<file path="src/hdl/lcd_readout_formatter_assert.svh">
// Assertion macros shared by the readout formatter RTL.
`ifndef LCD_READOUT_FORMATTER_ASSERT_SVH
`define LCD_READOUT_FORMATTER_ASSERT_SVH

// Same-cycle implication, sampled on the rising clock and off during reset.
`define LRF_ASSERT_IMP(label, ante, cons, msg) \
    label: assert property (@(posedge i_clk) disable iff (!i_rst_n) (ante) |-> (cons)) \
        else $error(msg);

// Next-cycle implication, sampled on the rising clock and off during reset.
`define LRF_ASSERT_NXT(label, ante, cons, msg) \
    label: assert property (@(posedge i_clk) disable iff (!i_rst_n) (ante) |=> (cons)) \
        else $error(msg);

`endif

</file>
<file path="src/hdl/lcd_rf_pkg.sv">
// Types, constants and the write template table of the readout formatter.
`timescale 1ns / 1ps
`default_nettype none

package lcd_rf_pkg;

    localparam int RUN_LEN         = 24;
    localparam int CNT_W           = $clog2(RUN_LEN);
    localparam int DIGITS          = 4;
    localparam int DIG_SEL_W       = $clog2(DIGITS);
    localparam int QUEUE_DEPTH_DEF = 2;

    localparam logic [7:0] CMD_LINE1 = 8'h80;
    localparam logic [7:0] CMD_DIR   = 8'h80 + 8'd11;
    localparam logic [7:0] CMD_LINE2 = 8'hC0;
    localparam logic [7:0] CHAR_ZERO = 8'h30;
    localparam logic [7:0] CHAR_S    = 8'h53;
    localparam logic [7:0] CHAR_N    = 8'h4E;
    localparam logic [7:0] CHAR_DOT  = 8'h2E;

    // One converted reading: decimal digits, index 3 is the thousands digit.
    typedef struct packed {
        logic [DIGITS-1:0][3:0] ang_dig;
        logic [DIGITS-1:0][3:0] spd_dig;
        logic                   south;
    } t_reading;

    typedef enum logic [2:0] {
        KIND_CMD  = 3'd0,
        KIND_CHAR = 3'd1,
        KIND_ANG  = 3'd2,
        KIND_SPD  = 3'd3,
        KIND_DIR  = 3'd4
    } t_kind;

    typedef struct packed {
        t_kind                kind;
        logic [DIG_SEL_W-1:0] sel;
        logic [7:0]           chr;
    } t_tmpl;

    typedef struct packed {
        logic       is_data;
        logic [7:0] byte_value;
    } t_lcd_write;

    localparam t_tmpl RUN_TABLE [RUN_LEN] = '{
        '{KIND_CMD,  2'd0, CMD_LINE1},
        '{KIND_CHAR, 2'd0, 8'h61},
        '{KIND_CHAR, 2'd0, 8'h72},
        '{KIND_CHAR, 2'd0, 8'h63},
        '{KIND_CHAR, 2'd0, 8'h3A},
        '{KIND_ANG,  2'd3, 8'h00},
        '{KIND_ANG,  2'd2, 8'h00},
        '{KIND_CHAR, 2'd0, CHAR_DOT},
        '{KIND_ANG,  2'd1, 8'h00},
        '{KIND_ANG,  2'd0, 8'h00},
        '{KIND_CMD,  2'd0, CMD_DIR},
        '{KIND_CHAR, 2'd0, 8'h64},
        '{KIND_CHAR, 2'd0, 8'h69},
        '{KIND_CHAR, 2'd0, 8'h72},
        '{KIND_CHAR, 2'd0, 8'h3A},
        '{KIND_DIR,  2'd0, 8'h00},
        '{KIND_CMD,  2'd0, CMD_LINE2},
        '{KIND_CHAR, 2'd0, 8'h76},
        '{KIND_CHAR, 2'd0, 8'h3A},
        '{KIND_SPD,  2'd3, 8'h00},
        '{KIND_SPD,  2'd2, 8'h00},
        '{KIND_CHAR, 2'd0, CHAR_DOT},
        '{KIND_SPD,  2'd1, 8'h00},
        '{KIND_SPD,  2'd0, 8'h00}
    };

    // Builds the bus write at one position of the run.
    function automatic t_lcd_write write_for(logic [CNT_W-1:0] idx, t_reading rd);
        t_tmpl      t;
        t_lcd_write w;
        t = RUN_TABLE[idx];
        w.is_data    = 1'b1;
        w.byte_value = t.chr;
        unique case (t.kind)
            KIND_CMD:  w.is_data = 1'b0;
            KIND_CHAR: w.byte_value = t.chr;
            KIND_ANG:  w.byte_value = CHAR_ZERO + {4'd0, rd.ang_dig[t.sel]};
            KIND_SPD:  w.byte_value = CHAR_ZERO + {4'd0, rd.spd_dig[t.sel]};
            KIND_DIR:  w.byte_value = rd.south ? CHAR_S : CHAR_N;
            default:   w.byte_value = t.chr;
        endcase
        return w;
    endfunction

endpackage

`default_nettype wire

</file>
<file path="src/hdl/lcd_rf_front.sv">
// Front end: takes a reading and splits both values into four decimal digits.
`timescale 1ns / 1ps
`default_nettype none

module lcd_rf_front import lcd_rf_pkg::*; (
    input  wire logic        i_clk,
    input  wire logic        i_rst_n,
    input  wire logic        i_in_valid,
    output logic             o_in_ready,
    input  wire logic [15:0] i_angle_hundredths,
    input  wire logic        i_heading_south,
    input  wire logic [15:0] i_speed_hundredths,
    output logic             o_push_valid,
    input  wire logic        i_push_ready,
    output t_reading         o_push_data
);

    typedef enum logic [2:0] {
        ST_IDLE = 3'b001,
        ST_CONV = 3'b010,
        ST_PUSH = 3'b100
    } t_state;

    t_state               r_state;
    logic [DIG_SEL_W-1:0] r_step;
    logic [15:0]          r_ang;
    logic [15:0]          r_spd;
    t_reading             r_data;

    logic [31:0] ang_prod, spd_prod;
    logic [15:0] ang_q, spd_q;
    logic [15:0] ang_rem, spd_rem;

    // Division by ten as a multiply by 52429 and a shift by 19, exact for 16-bit values.
    always_comb begin
        ang_prod = {16'd0, r_ang} * 32'd52429;
        spd_prod = {16'd0, r_spd} * 32'd52429;
        ang_q    = {3'd0, ang_prod[31:19]};
        spd_q    = {3'd0, spd_prod[31:19]};
        ang_rem  = r_ang - ({ang_q[12:0], 3'b000} + {ang_q[14:0], 1'b0});
        spd_rem  = r_spd - ({spd_q[12:0], 3'b000} + {spd_q[14:0], 1'b0});
    end

    always_ff @(posedge i_clk) begin
        if (!i_rst_n) begin
            r_state <= ST_IDLE;
            r_step  <= '0;
        end else begin
            unique case (r_state)
                ST_IDLE: begin
                    if (i_in_valid) begin
                        r_state <= ST_CONV;
                        r_step  <= '0;
                    end
                end
                ST_CONV: begin
                    r_step <= r_step + 1'b1;
                    if (r_step == DIG_SEL_W'(DIGITS - 1)) begin
                        r_state <= ST_PUSH;
                    end
                end
                ST_PUSH: begin
                    if (i_push_ready) begin
                        r_state <= ST_IDLE;
                    end
                end
                default: r_state <= ST_IDLE;
            endcase
        end
    end

    // Digits come out least significant first, one per cycle.
    always_ff @(posedge i_clk) begin
        if (r_state == ST_IDLE && i_in_valid) begin
            r_ang        <= i_angle_hundredths;
            r_spd        <= i_speed_hundredths;
            r_data.south <= i_heading_south;
        end else if (r_state == ST_CONV) begin
            r_ang                  <= ang_q;
            r_spd                  <= spd_q;
            r_data.ang_dig[r_step] <= ang_rem[3:0];
            r_data.spd_dig[r_step] <= spd_rem[3:0];
        end
    end

    assign o_in_ready   = (r_state == ST_IDLE);
    assign o_push_valid = (r_state == ST_PUSH);
    assign o_push_data  = r_data;

endmodule

`default_nettype wire

</file>
<file path="src/hdl/lcd_rf_fifo.sv">
// Short queue of converted readings between the front and back ends.
`timescale 1ns / 1ps
`default_nettype none

module lcd_rf_fifo import lcd_rf_pkg::*; #(
    parameter int DEPTH = QUEUE_DEPTH_DEF
) (
    input  wire logic     i_clk,
    input  wire logic     i_rst_n,
    input  wire logic     i_push_valid,
    output logic          o_push_ready,
    input  wire t_reading i_push_data,
    output logic          o_head_valid,
    input  wire logic     i_pop,
    output t_reading      o_head_data
);

    localparam int PTR_W = $clog2(DEPTH);
    localparam int CNT_W_Q = $clog2(DEPTH + 1);

    t_reading           r_mem [DEPTH];
    logic [PTR_W-1:0]   r_wr_ptr;
    logic [PTR_W-1:0]   r_rd_ptr;
    logic [CNT_W_Q-1:0] r_count;

    logic push, pop;

    assign o_push_ready = (r_count != CNT_W_Q'(DEPTH));
    assign o_head_valid = (r_count != '0);
    assign push         = i_push_valid && o_push_ready;
    assign pop          = i_pop && o_head_valid;
    assign o_head_data  = r_mem[r_rd_ptr];

    always_ff @(posedge i_clk) begin
        if (push) begin
            r_mem[r_wr_ptr] <= i_push_data;
        end
    end

    always_ff @(posedge i_clk) begin
        if (!i_rst_n) begin
            r_wr_ptr <= '0;
            r_rd_ptr <= '0;
            r_count  <= '0;
        end else begin
            if (push) begin
                r_wr_ptr <= (r_wr_ptr == PTR_W'(DEPTH - 1)) ? '0 : r_wr_ptr + 1'b1;
            end
            if (pop) begin
                r_rd_ptr <= (r_rd_ptr == PTR_W'(DEPTH - 1)) ? '0 : r_rd_ptr + 1'b1;
            end
            case ({push, pop})
                2'b10:   r_count <= r_count + 1'b1;
                2'b01:   r_count <= r_count - 1'b1;
                default: r_count <= r_count;
            endcase
        end
    end

endmodule

`default_nettype wire

</file>
<file path="src/hdl/lcd_rf_back.sv">
// Back end: walks the 24-write run for the queued reading into an output register.
`timescale 1ns / 1ps
`default_nettype none

module lcd_rf_back import lcd_rf_pkg::*; (
    input  wire logic     i_clk,
    input  wire logic     i_rst_n,
    input  wire logic     i_head_valid,
    input  wire t_reading i_head_data,
    output logic          o_pop,
    output logic          o_out_valid,
    input  wire logic     i_out_ready,
    output logic          o_is_data,
    output logic [7:0]    o_byte_value,
    output logic          o_last_write
);

    logic [CNT_W-1:0] r_cnt;
    logic             r_valid;
    logic             r_is_data;
    logic [7:0]       r_byte;
    logic             r_last;

    t_lcd_write wr;
    logic       load;
    logic       at_end;

    assign wr     = write_for(r_cnt, i_head_data);
    assign at_end = (r_cnt == CNT_W'(RUN_LEN - 1));
    // A new write moves in whenever a reading is queued and the register is empty or being drained.
    assign load   = i_head_valid && (!r_valid || i_out_ready);
    assign o_pop  = load && at_end;

    always_ff @(posedge i_clk) begin
        if (!i_rst_n) begin
            r_cnt   <= '0;
            r_valid <= 1'b0;
        end else begin
            if (load) begin
                r_valid <= 1'b1;
                r_cnt   <= at_end ? '0 : r_cnt + 1'b1;
            end else if (i_out_ready) begin
                r_valid <= 1'b0;
            end
        end
    end

    always_ff @(posedge i_clk) begin
        if (load) begin
            r_is_data <= wr.is_data;
            r_byte    <= wr.byte_value;
            r_last    <= at_end;
        end
    end

    assign o_out_valid  = r_valid;
    assign o_is_data    = r_is_data;
    assign o_byte_value = r_byte;
    assign o_last_write = r_last;

endmodule

`default_nettype wire

</file>
<file path="src/hdl/lcd_readout_formatter.sv">
// The back end emits one write per cycle from its run counter while the receiver is ready
// and a reading is queued; each reading gives a run of 24 writes.
// The front end converts each reading and runs ahead through the reading queue.
// Reset (synchronous, active low) empties the queue and the output register
// and returns both ends to the start of a run.
`timescale 1ns / 1ps
`default_nettype none
`include "lcd_readout_formatter_assert.svh"

module lcd_readout_formatter import lcd_rf_pkg::*; #(
    parameter int QUEUE_DEPTH = QUEUE_DEPTH_DEF
) (
    input  wire logic        i_clk,
    input  wire logic        i_rst_n,
    input  wire logic        i_in_valid,
    output logic             o_in_ready,
    input  wire logic [15:0] i_angle_hundredths,
    input  wire logic        i_heading_south,
    input  wire logic [15:0] i_speed_hundredths,
    output logic             o_out_valid,
    input  wire logic        i_out_ready,
    output logic             o_is_data,
    output logic [7:0]       o_byte_value,
    output logic             o_last_write
);

    logic     w_push_valid;
    logic     w_push_ready;
    t_reading w_push_data;
    logic     w_head_valid;
    t_reading w_head_data;
    logic     w_pop;

    lcd_rf_front u_front (
        .i_clk              (i_clk),
        .i_rst_n            (i_rst_n),
        .i_in_valid         (i_in_valid),
        .o_in_ready         (o_in_ready),
        .i_angle_hundredths (i_angle_hundredths),
        .i_heading_south    (i_heading_south),
        .i_speed_hundredths (i_speed_hundredths),
        .o_push_valid       (w_push_valid),
        .i_push_ready       (w_push_ready),
        .o_push_data        (w_push_data)
    );

    lcd_rf_fifo #(
        .DEPTH (QUEUE_DEPTH)
    ) u_fifo (
        .i_clk        (i_clk),
        .i_rst_n      (i_rst_n),
        .i_push_valid (w_push_valid),
        .o_push_ready (w_push_ready),
        .i_push_data  (w_push_data),
        .o_head_valid (w_head_valid),
        .i_pop        (w_pop),
        .o_head_data  (w_head_data)
    );

    lcd_rf_back u_back (
        .i_clk        (i_clk),
        .i_rst_n      (i_rst_n),
        .i_head_valid (w_head_valid),
        .i_head_data  (w_head_data),
        .o_pop        (w_pop),
        .o_out_valid  (o_out_valid),
        .i_out_ready  (i_out_ready),
        .o_is_data    (o_is_data),
        .o_byte_value (o_byte_value),
        .o_last_write (o_last_write)
    );

    `LRF_ASSERT_IMP(a_last_is_data, o_out_valid && o_last_write, o_is_data, "last write is not a data write")
    `LRF_ASSERT_IMP(a_cmd_has_bit7, o_out_valid && !o_is_data, o_byte_value[7], "command without the address bit")
    `LRF_ASSERT_IMP(a_data_range, o_out_valid && o_is_data, (o_byte_value >= CHAR_DOT) && (o_byte_value <= 8'h76), "data byte outside the character set")
    `LRF_ASSERT_NXT(a_run_restart, o_out_valid && i_out_ready && o_last_write, !o_out_valid || (!o_is_data && (o_byte_value == CMD_LINE1)), "run does not restart at line one")

endmodule

`default_nettype wire

</file>
<file path="config.mk">
export PLATFORM = sky130hd
export DESIGN_NAME = lcd_readout_formatter
export DESIGN_NICKNAME = d
export VERILOG_FILES = /design/src/hdl/lcd_rf_pkg.sv /design/src/hdl/lcd_rf_front.sv /design/src/hdl/lcd_rf_fifo.sv /design/src/hdl/lcd_rf_back.sv /design/src/hdl/lcd_readout_formatter.sv
export VERILOG_INCLUDE_DIRS = /design/src /design/src/hdl
export SDC_FILE = /design/constraint.sdc
export NUM_CORES = 1
export LEC_CHECK = 0
export BUFFER_PORTS_ARGS = -buffer_cell sky130_fd_sc_hd__buf_2
export CORE_ASPECT_RATIO = 0.8
export CORE_MARGIN = 1.5
export CORE_UTILIZATION = 60
export CTS_CLUSTER_SIZE = 8
export DETAILED_ROUTE_END_ITERATION = 8
export GPL_TIMING_DRIVEN = 1
export PLACE_DENSITY_LB_ADDON = 0.1
export SYNTH_ARGS = -nofsm -noshare
export SYNTH_HDL_FRONTEND = slang
export SYNTH_SLANG_ARGS = --single-unit
</file>
<file path="constraint.sdc">
create_clock -name i_clk -period 12.1 [get_ports i_clk]
set_input_delay 2.42 -clock i_clk [delete_from_list [all_inputs] [get_ports i_clk]]
set_output_delay 2.42 -clock i_clk [all_outputs]
set_load 0.005 [all_outputs]
</file>
# == Word level (Yosys, flattened, before mapping) ==
# Memories as Yosys holds them, arrays and structs flattened. A register that Yosys moved wholly into a read port is not among the register bits.
# Index checks and enable logic that the tools add are counted.
# totals
ff_bits,90
output_inout_bits,12
rom_bits,416
ram_bits,66
word_cells,107
n_memories,2
# mem_list
name,depth,word_bits,read_ports,rd_ports_with_merged_regs,wr,line,rtl
(no name shown),32,13,1,0,0,lcd_rf_pkg.sv:78,t = RUN_TABLE[idx];
u_fifo.r_mem,2,33,1,1,1,lcd_rf_fifo.sv:21,t_reading r_mem [DEPTH];
# classes
magnitude_cmp,4
mul,2
n_mux,33
reduce_logical,17
eq_ne,14
add_sub_neg,12
n_bitwise,2
# op_table
cell,count
"16-bit by 16-bit multiplier with 32-bit output, second input constant",2
16-bit two-way mux,4
16-bit bitwise mux,2
13-bit two-way mux,2
8-bit case mux with 3 select lines,1
4-bit binary-select mux with 2-bit select,2
"6-bit by 4-bit adder with 7-bit output, first input constant",2
4-bit two-way mux,3
5-bit two-way mux,2
2-bit nonzero test,5
"3-bit by 2-bit == test with 1-bit output, second input constant",3
1-bit two-way mux,9
3-bit two-way mux,3
3-bit case mux with 3 select lines,1
4-bit adder,2
4-bit demux with 2-bit select,1
2-bit case mux with 2 select lines,2
4-bit subtractor,2
"3-bit == test, second input constant",2
"6-bit greater-or-equal comparator, second input constant",1
1-bit logical AND,6
"2-bit by 3-bit less-than comparator with 1-bit output, second input constant",2
"2-bit inequality test, second input constant",3
5-bit inverter with 6-bit output,1
other kinds (17),21

# == Depth between registers and ports, before layout ==
# logic_depth
ltp_word,8
ltp_mapped,24

# == Modules after synthesis ==
# From an unflattened synthesis, not the netlist that was laid out.
# hier_totals
hier_cells,1312
hier_area_um2,15339.7
# by_module_without_submodules
module,seq_area_each_um2,area_per_inst_um2,instances,cells_each
lcd_rf_front,2052.0,11238.3,1,1029
lcd_rf_fifo,2082.0,2608.8,1,127
lcd_rf_back,420.4,1492.7,1,156

# == Worst setup path before layout ==
# OpenSTA, ideal clock, no wires.
# synth_timing
kind,reg-to-reg
start,reg u_front.r_ang[6]
end,"reg u_front.r_data, in the netlist u_front.o_push_data[20], data pin"
synth_period_minus_slack_ps,5359
setup_time_ps,276
required_time_ps,11824
setup_slack_ps,6741
arrival_time_ps,5083
stages_incl_launch_ff,23
n_path_buf,0
cell_sequence,edfxtp_1 -> ha_1 -> inv_1 -> fa_1 -> inv_1 -> fa_1 -> fa_1 -> fa_1 -> inv_1 -> fa_1 -> inv_1 -> ha_1 -> nand4_1 -> nor2_1 -> o211ai_1 -> o21ai_0 -> a21oi_1 -> xnor2_1 -> ha_1 -> nand2_1 -> and3_1 -> nor2_1 -> xnor2_1
# synth_between
elab_chain_len,4
# synth_rtl
item,line,rtl
"start, declared",lcd_rf_front.sv:26,logic [15:0] r_ang;
"start signal, assigned",lcd_rf_front.sv:75,r_ang <= i_angle_hundredths;
"start signal, assigned",lcd_rf_front.sv:79,r_ang <= ang_q;
16-bit by 16-bit multiplier with 32-bit output,lcd_rf_front.sv:36,"ang_prod = {16'd0, r_ang} * 32'd52429;"
4-bit adder,lcd_rf_front.sv:40,"ang_rem = r_ang - ({ang_q[12:0], 3'b000} + {ang_q[14:0], 1'b0});"
4-bit subtractor,lcd_rf_front.sv:40,
named net u_front.ang_rem[3],lcd_rf_front.sv:32,"logic [15:0] ang_rem, spd_rem;"
16-bit bitwise mux,lcd_rf_front.sv:81,r_data.ang_dig[r_step] <= ang_rem[3:0];
"end, declared",lcd_rf_front.sv:28,t_reading r_data;
# The timed path passes the listed nets, and every way through them passes these cells.
# A chain may end at the register's enable or synchronous reset.

# == Worst setup path in the final report ==
# Same ends and word-level chain as after synthesis.

==> out/summary.txt <==
status: complete, no violations
vias per inst: 5.55
number of H-tree levels: 4
post-synth cell types: 64
first drt pass iteration count: 5
row count: 52
max-cap viol count: 0
Core Box Area: 25200 µm²
Netlist Area Pre-Place: 15300 µm²
r2r worst-path depth: 22
FF-to-FF Start: u_front.r_ang[6]$_DFFE_PP_
Worst Tran Pin Value: 0.752 ns
final cycle utilization of the critical path: 51.1%
mean post-synth cell area: 11.5 µm²
DRC errors left: 0
CTS tree: done
Clock Latency Late Sink: 0.43 ns
Ports: 49
CP Buf/Inv Count: 4
CTS buffer count: 17
worst hold path class: reg -> reg
clk_skew: 0.0128 ns
Yosys warnings: 0
Multi-input gate area: 9600 µm²
cell family with most CP delay: adder cells
Iteration-0 DRC Markers: 721
Hold WS: 0.445 ns
cell breakdown of the critical path: ha_1, inv_1, fa_1, inv_1, fa_1, fa_1, fa_1, inv_1, fa_1, inv_1, ha_1, nand4_1, nor2_1, o211ai_1, o21ai_0, a21oi_1, xnor2_1, ha_1, nand2_1, and3_1, nor2_1, xnor2_1
ANT cells: 0
post-synthesis cell count: 1335
Hold Crit Start: u_front.o_push_data[25]$_DFFE_PP_
Post-DP Area: 15900 µm²
final hold violation count: 0
post-route cell area: 16500 µm²
CTS root buffer: clkbuf_16
DR vias: 9591
Setup Fix Bufs, Post-CTS: 0
CTS Hold Buffers Added: 0
Clock transition at path regs: 0.08 ns
fin crit period: 6.18 ns
clk sinks: 157
Max FO, Critical Path: 5
vias in the first global route: 10.1k
Worst path depth: 22
Final Max Slew Viols: 0
share of layout cells above drive strength 1: 8.48%
DR WL/cell: 19.0 µm
Slew HR: 49.4%
Worst EP required: 12.30 ns
antenna violations before repair: 0
hold path endpoint: u_fifo.r_mem[1][25]$_DFFE_PP_
Setup Total Neg Slack: 0 ns
Die Y: 146 µm
CP max-delay cell: edfxtp_1
clock buffer depth: 2
IO Port Bufs: 48
RSZ-0062 raised after global routing: no
Final WS setup: 5.92 ns
reg2reg setup slack: 5.92 ns
GRT Overall Usage: 26.8%
number of flops mapped to enable cells by yosys: 141
FMAX: 162 MHz
Critical Path Max Stage Delay: 0.54 ns
flops & latches, synth: 157
crit path kind: reg -> reg
final RePlAce weighted congestion: 0.973
GRT overflow: 0
Reg area: 4550 µm²
sequential fraction of the synthesis area: 29.7%
CP Capture Type: flop
filler cell count: 2007
first-pass GRT wire length: 54.2 mm
largest net degree at the start of global routing: 33
Synthesized Nets: 1812
final setup fails: 0
HPWL Detailed: 27.1 mm
hold path cells: 0
CP dominant cell by count: fa_1
die width: 182 µm
Startpoint Class: flop
Post-synth ARST share: 0%
P&R area growth vs syn: 7.82%
DIE AREA: 26500 µm²
Synth Flop Type: edfxtp_1
Total Wirelength: 32.8 mm
Place WS: 5.98 ns
Worst Path Arrival: 6.39 ns
Final nets: 1867
post-cts sizing count: 0
RR Endpoint: u_front.o_push_data[20]$_DFFE_PP_
antenna-violating nets left: 0
Initial Util: 60.9%
==> cell usage after synthesis (all sizes together), types with 14 or more instances <==
master    n  area, µm²
xnor2    29        254
and2     14       90.1
dfxtp    16        320
nand3    14       70.1
mux2i    14        140
edfxtp  141       4230
mux4     17        390
xor2     18        158
a21oi    37        189
o21ai    36        180
fa      160       3200
ha      280       3500
nand2    60        225
nor2     50        188
inv     293       1100
==> per-layer routing <==
layer  part of all wire (%)  vias to the layer above  track usage (%)
met1                     48                     4701             40.5
met3                    5.6                       26             4.44
met2                     45                      250             41.4
li1                       -                     4614                -
met4                    1.2                        0             4.67
met5                      0                        -                0
==> final cells by class <==
| class | count | share of cell area, % |
|---|---|---|
| multi-input cells | 866 | 58.0 |
| inverters | 294 | 6.67 |
| clock inverters | 15 | 1.01 |
| well taps | 324 | 2.45 |
| repair buffers | 54 | 1.72 |
| flip-flops and latches | 157 | 27.5 |
| clock buffers | 17 | 2.57 |
==> flip-flops by register name, indices dropped and copies added, names as in the netlist, 3 cells and up, named ones only <==
| name | count |
|---|---|
| u_back.o_byte_value | 8 |
| u_back.r_cnt | 5 |
| u_fifo.r_mem | 66 |
| u_front.o_push_data | 33 |
| u_front.r_ang | 16 |
| u_front.r_spd | 16 |
| u_front.r_state | 3 |
==> cell usage in the layout (no fill, tap or decap), types with 4 or more instances in the layout <==
master	n
and2_1	13
and3_1	11
edfxtp_1	141
nand4_1	6
ha_1	280
xnor2_1	29
nand3_1	14
inv_8	6
a21boi_0	4
a211oi_1	7
or3_1	4
a21o_1	11
o31ai_1	4
buf_2	48
nand2b_1	6
inv_1	293
o211ai_1	7
nor2_1	48
mux2_2	6
clkinv_4	4
mux2i_1	14
fa_1	160
nor3_1	10
mux4_2	15
nor2b_1	11
buf_4	6
xor2_1	18
nand2_1	60
a21oi_1	36
o22ai_1	4
a31oi_1	4
o21a_1	4
dfxtp_1	16
clkbuf_16	17
o21ai_0	36
==> how the worst max path moves through the flow <==
stage	startpoint	end	slack, ns
5_1_grt	u_front.r_ang[11]$_DFFE_PP_	u_front.o_push_data[20]$_DFFE_PP_	5.48
6_report	u_front.r_ang[6]$_DFFE_PP_	u_front.o_push_data[20]$_DFFE_PP_	5.92
3_5_place_dp	u_front.r_ang[11]$_DFFE_PP_	u_front.o_push_data[28]$_DFFE_PP_	5.98
3_3_place_gp	u_front.r_ang[7]$_DFFE_PP_	u_front.o_push_data[28]$_DFFE_PP_	5.88
4_1_cts	u_front.r_ang[7]$_DFFE_PP_	u_front.o_push_data[20]$_DFFE_PP_	5.94
2_1_floorplan	u_front.r_ang[6]$_DFFE_PP_	u_front.o_push_data[20]$_DFFE_PP_	6.74
==> logic make-up (layout without fill, tap and decap cells) <==
| group | after synthesis | after routing | synth area share (%) |
|---|---|---|---|
| AO/OA/AOI/OAI | 143 | 143 | 5.99 |
| multiplexers | 37 | 37 | 3.90 |
| adder cells (fa/ha/maj) | 440 | 440 | 43.7 |
| XOR/XNOR | 47 | 47 | 2.68 |
| AND/OR/NAND/NOR | 199 | 199 | 6.25 |
| flip-flops | 157 | 157 | 29.7 |
| buffers and inverters | 312 | 380 | 7.77 |
==> through the flow <==
| step | std cells | util, % |
|---|---|---|
| after floorplan | 1335 | - |
| after global placement | 1695 | 63.3 |
| after detailed placement | 1695 | 63.3 |
| after CTS | 1727 | 65.7 |
| after global routing | 1727 | 65.7 |
| final | 1727 | 65.7 |
Power is not shown: default switching activity piles up to over one toggle a cycle in this logic, so the estimate is an artifact.
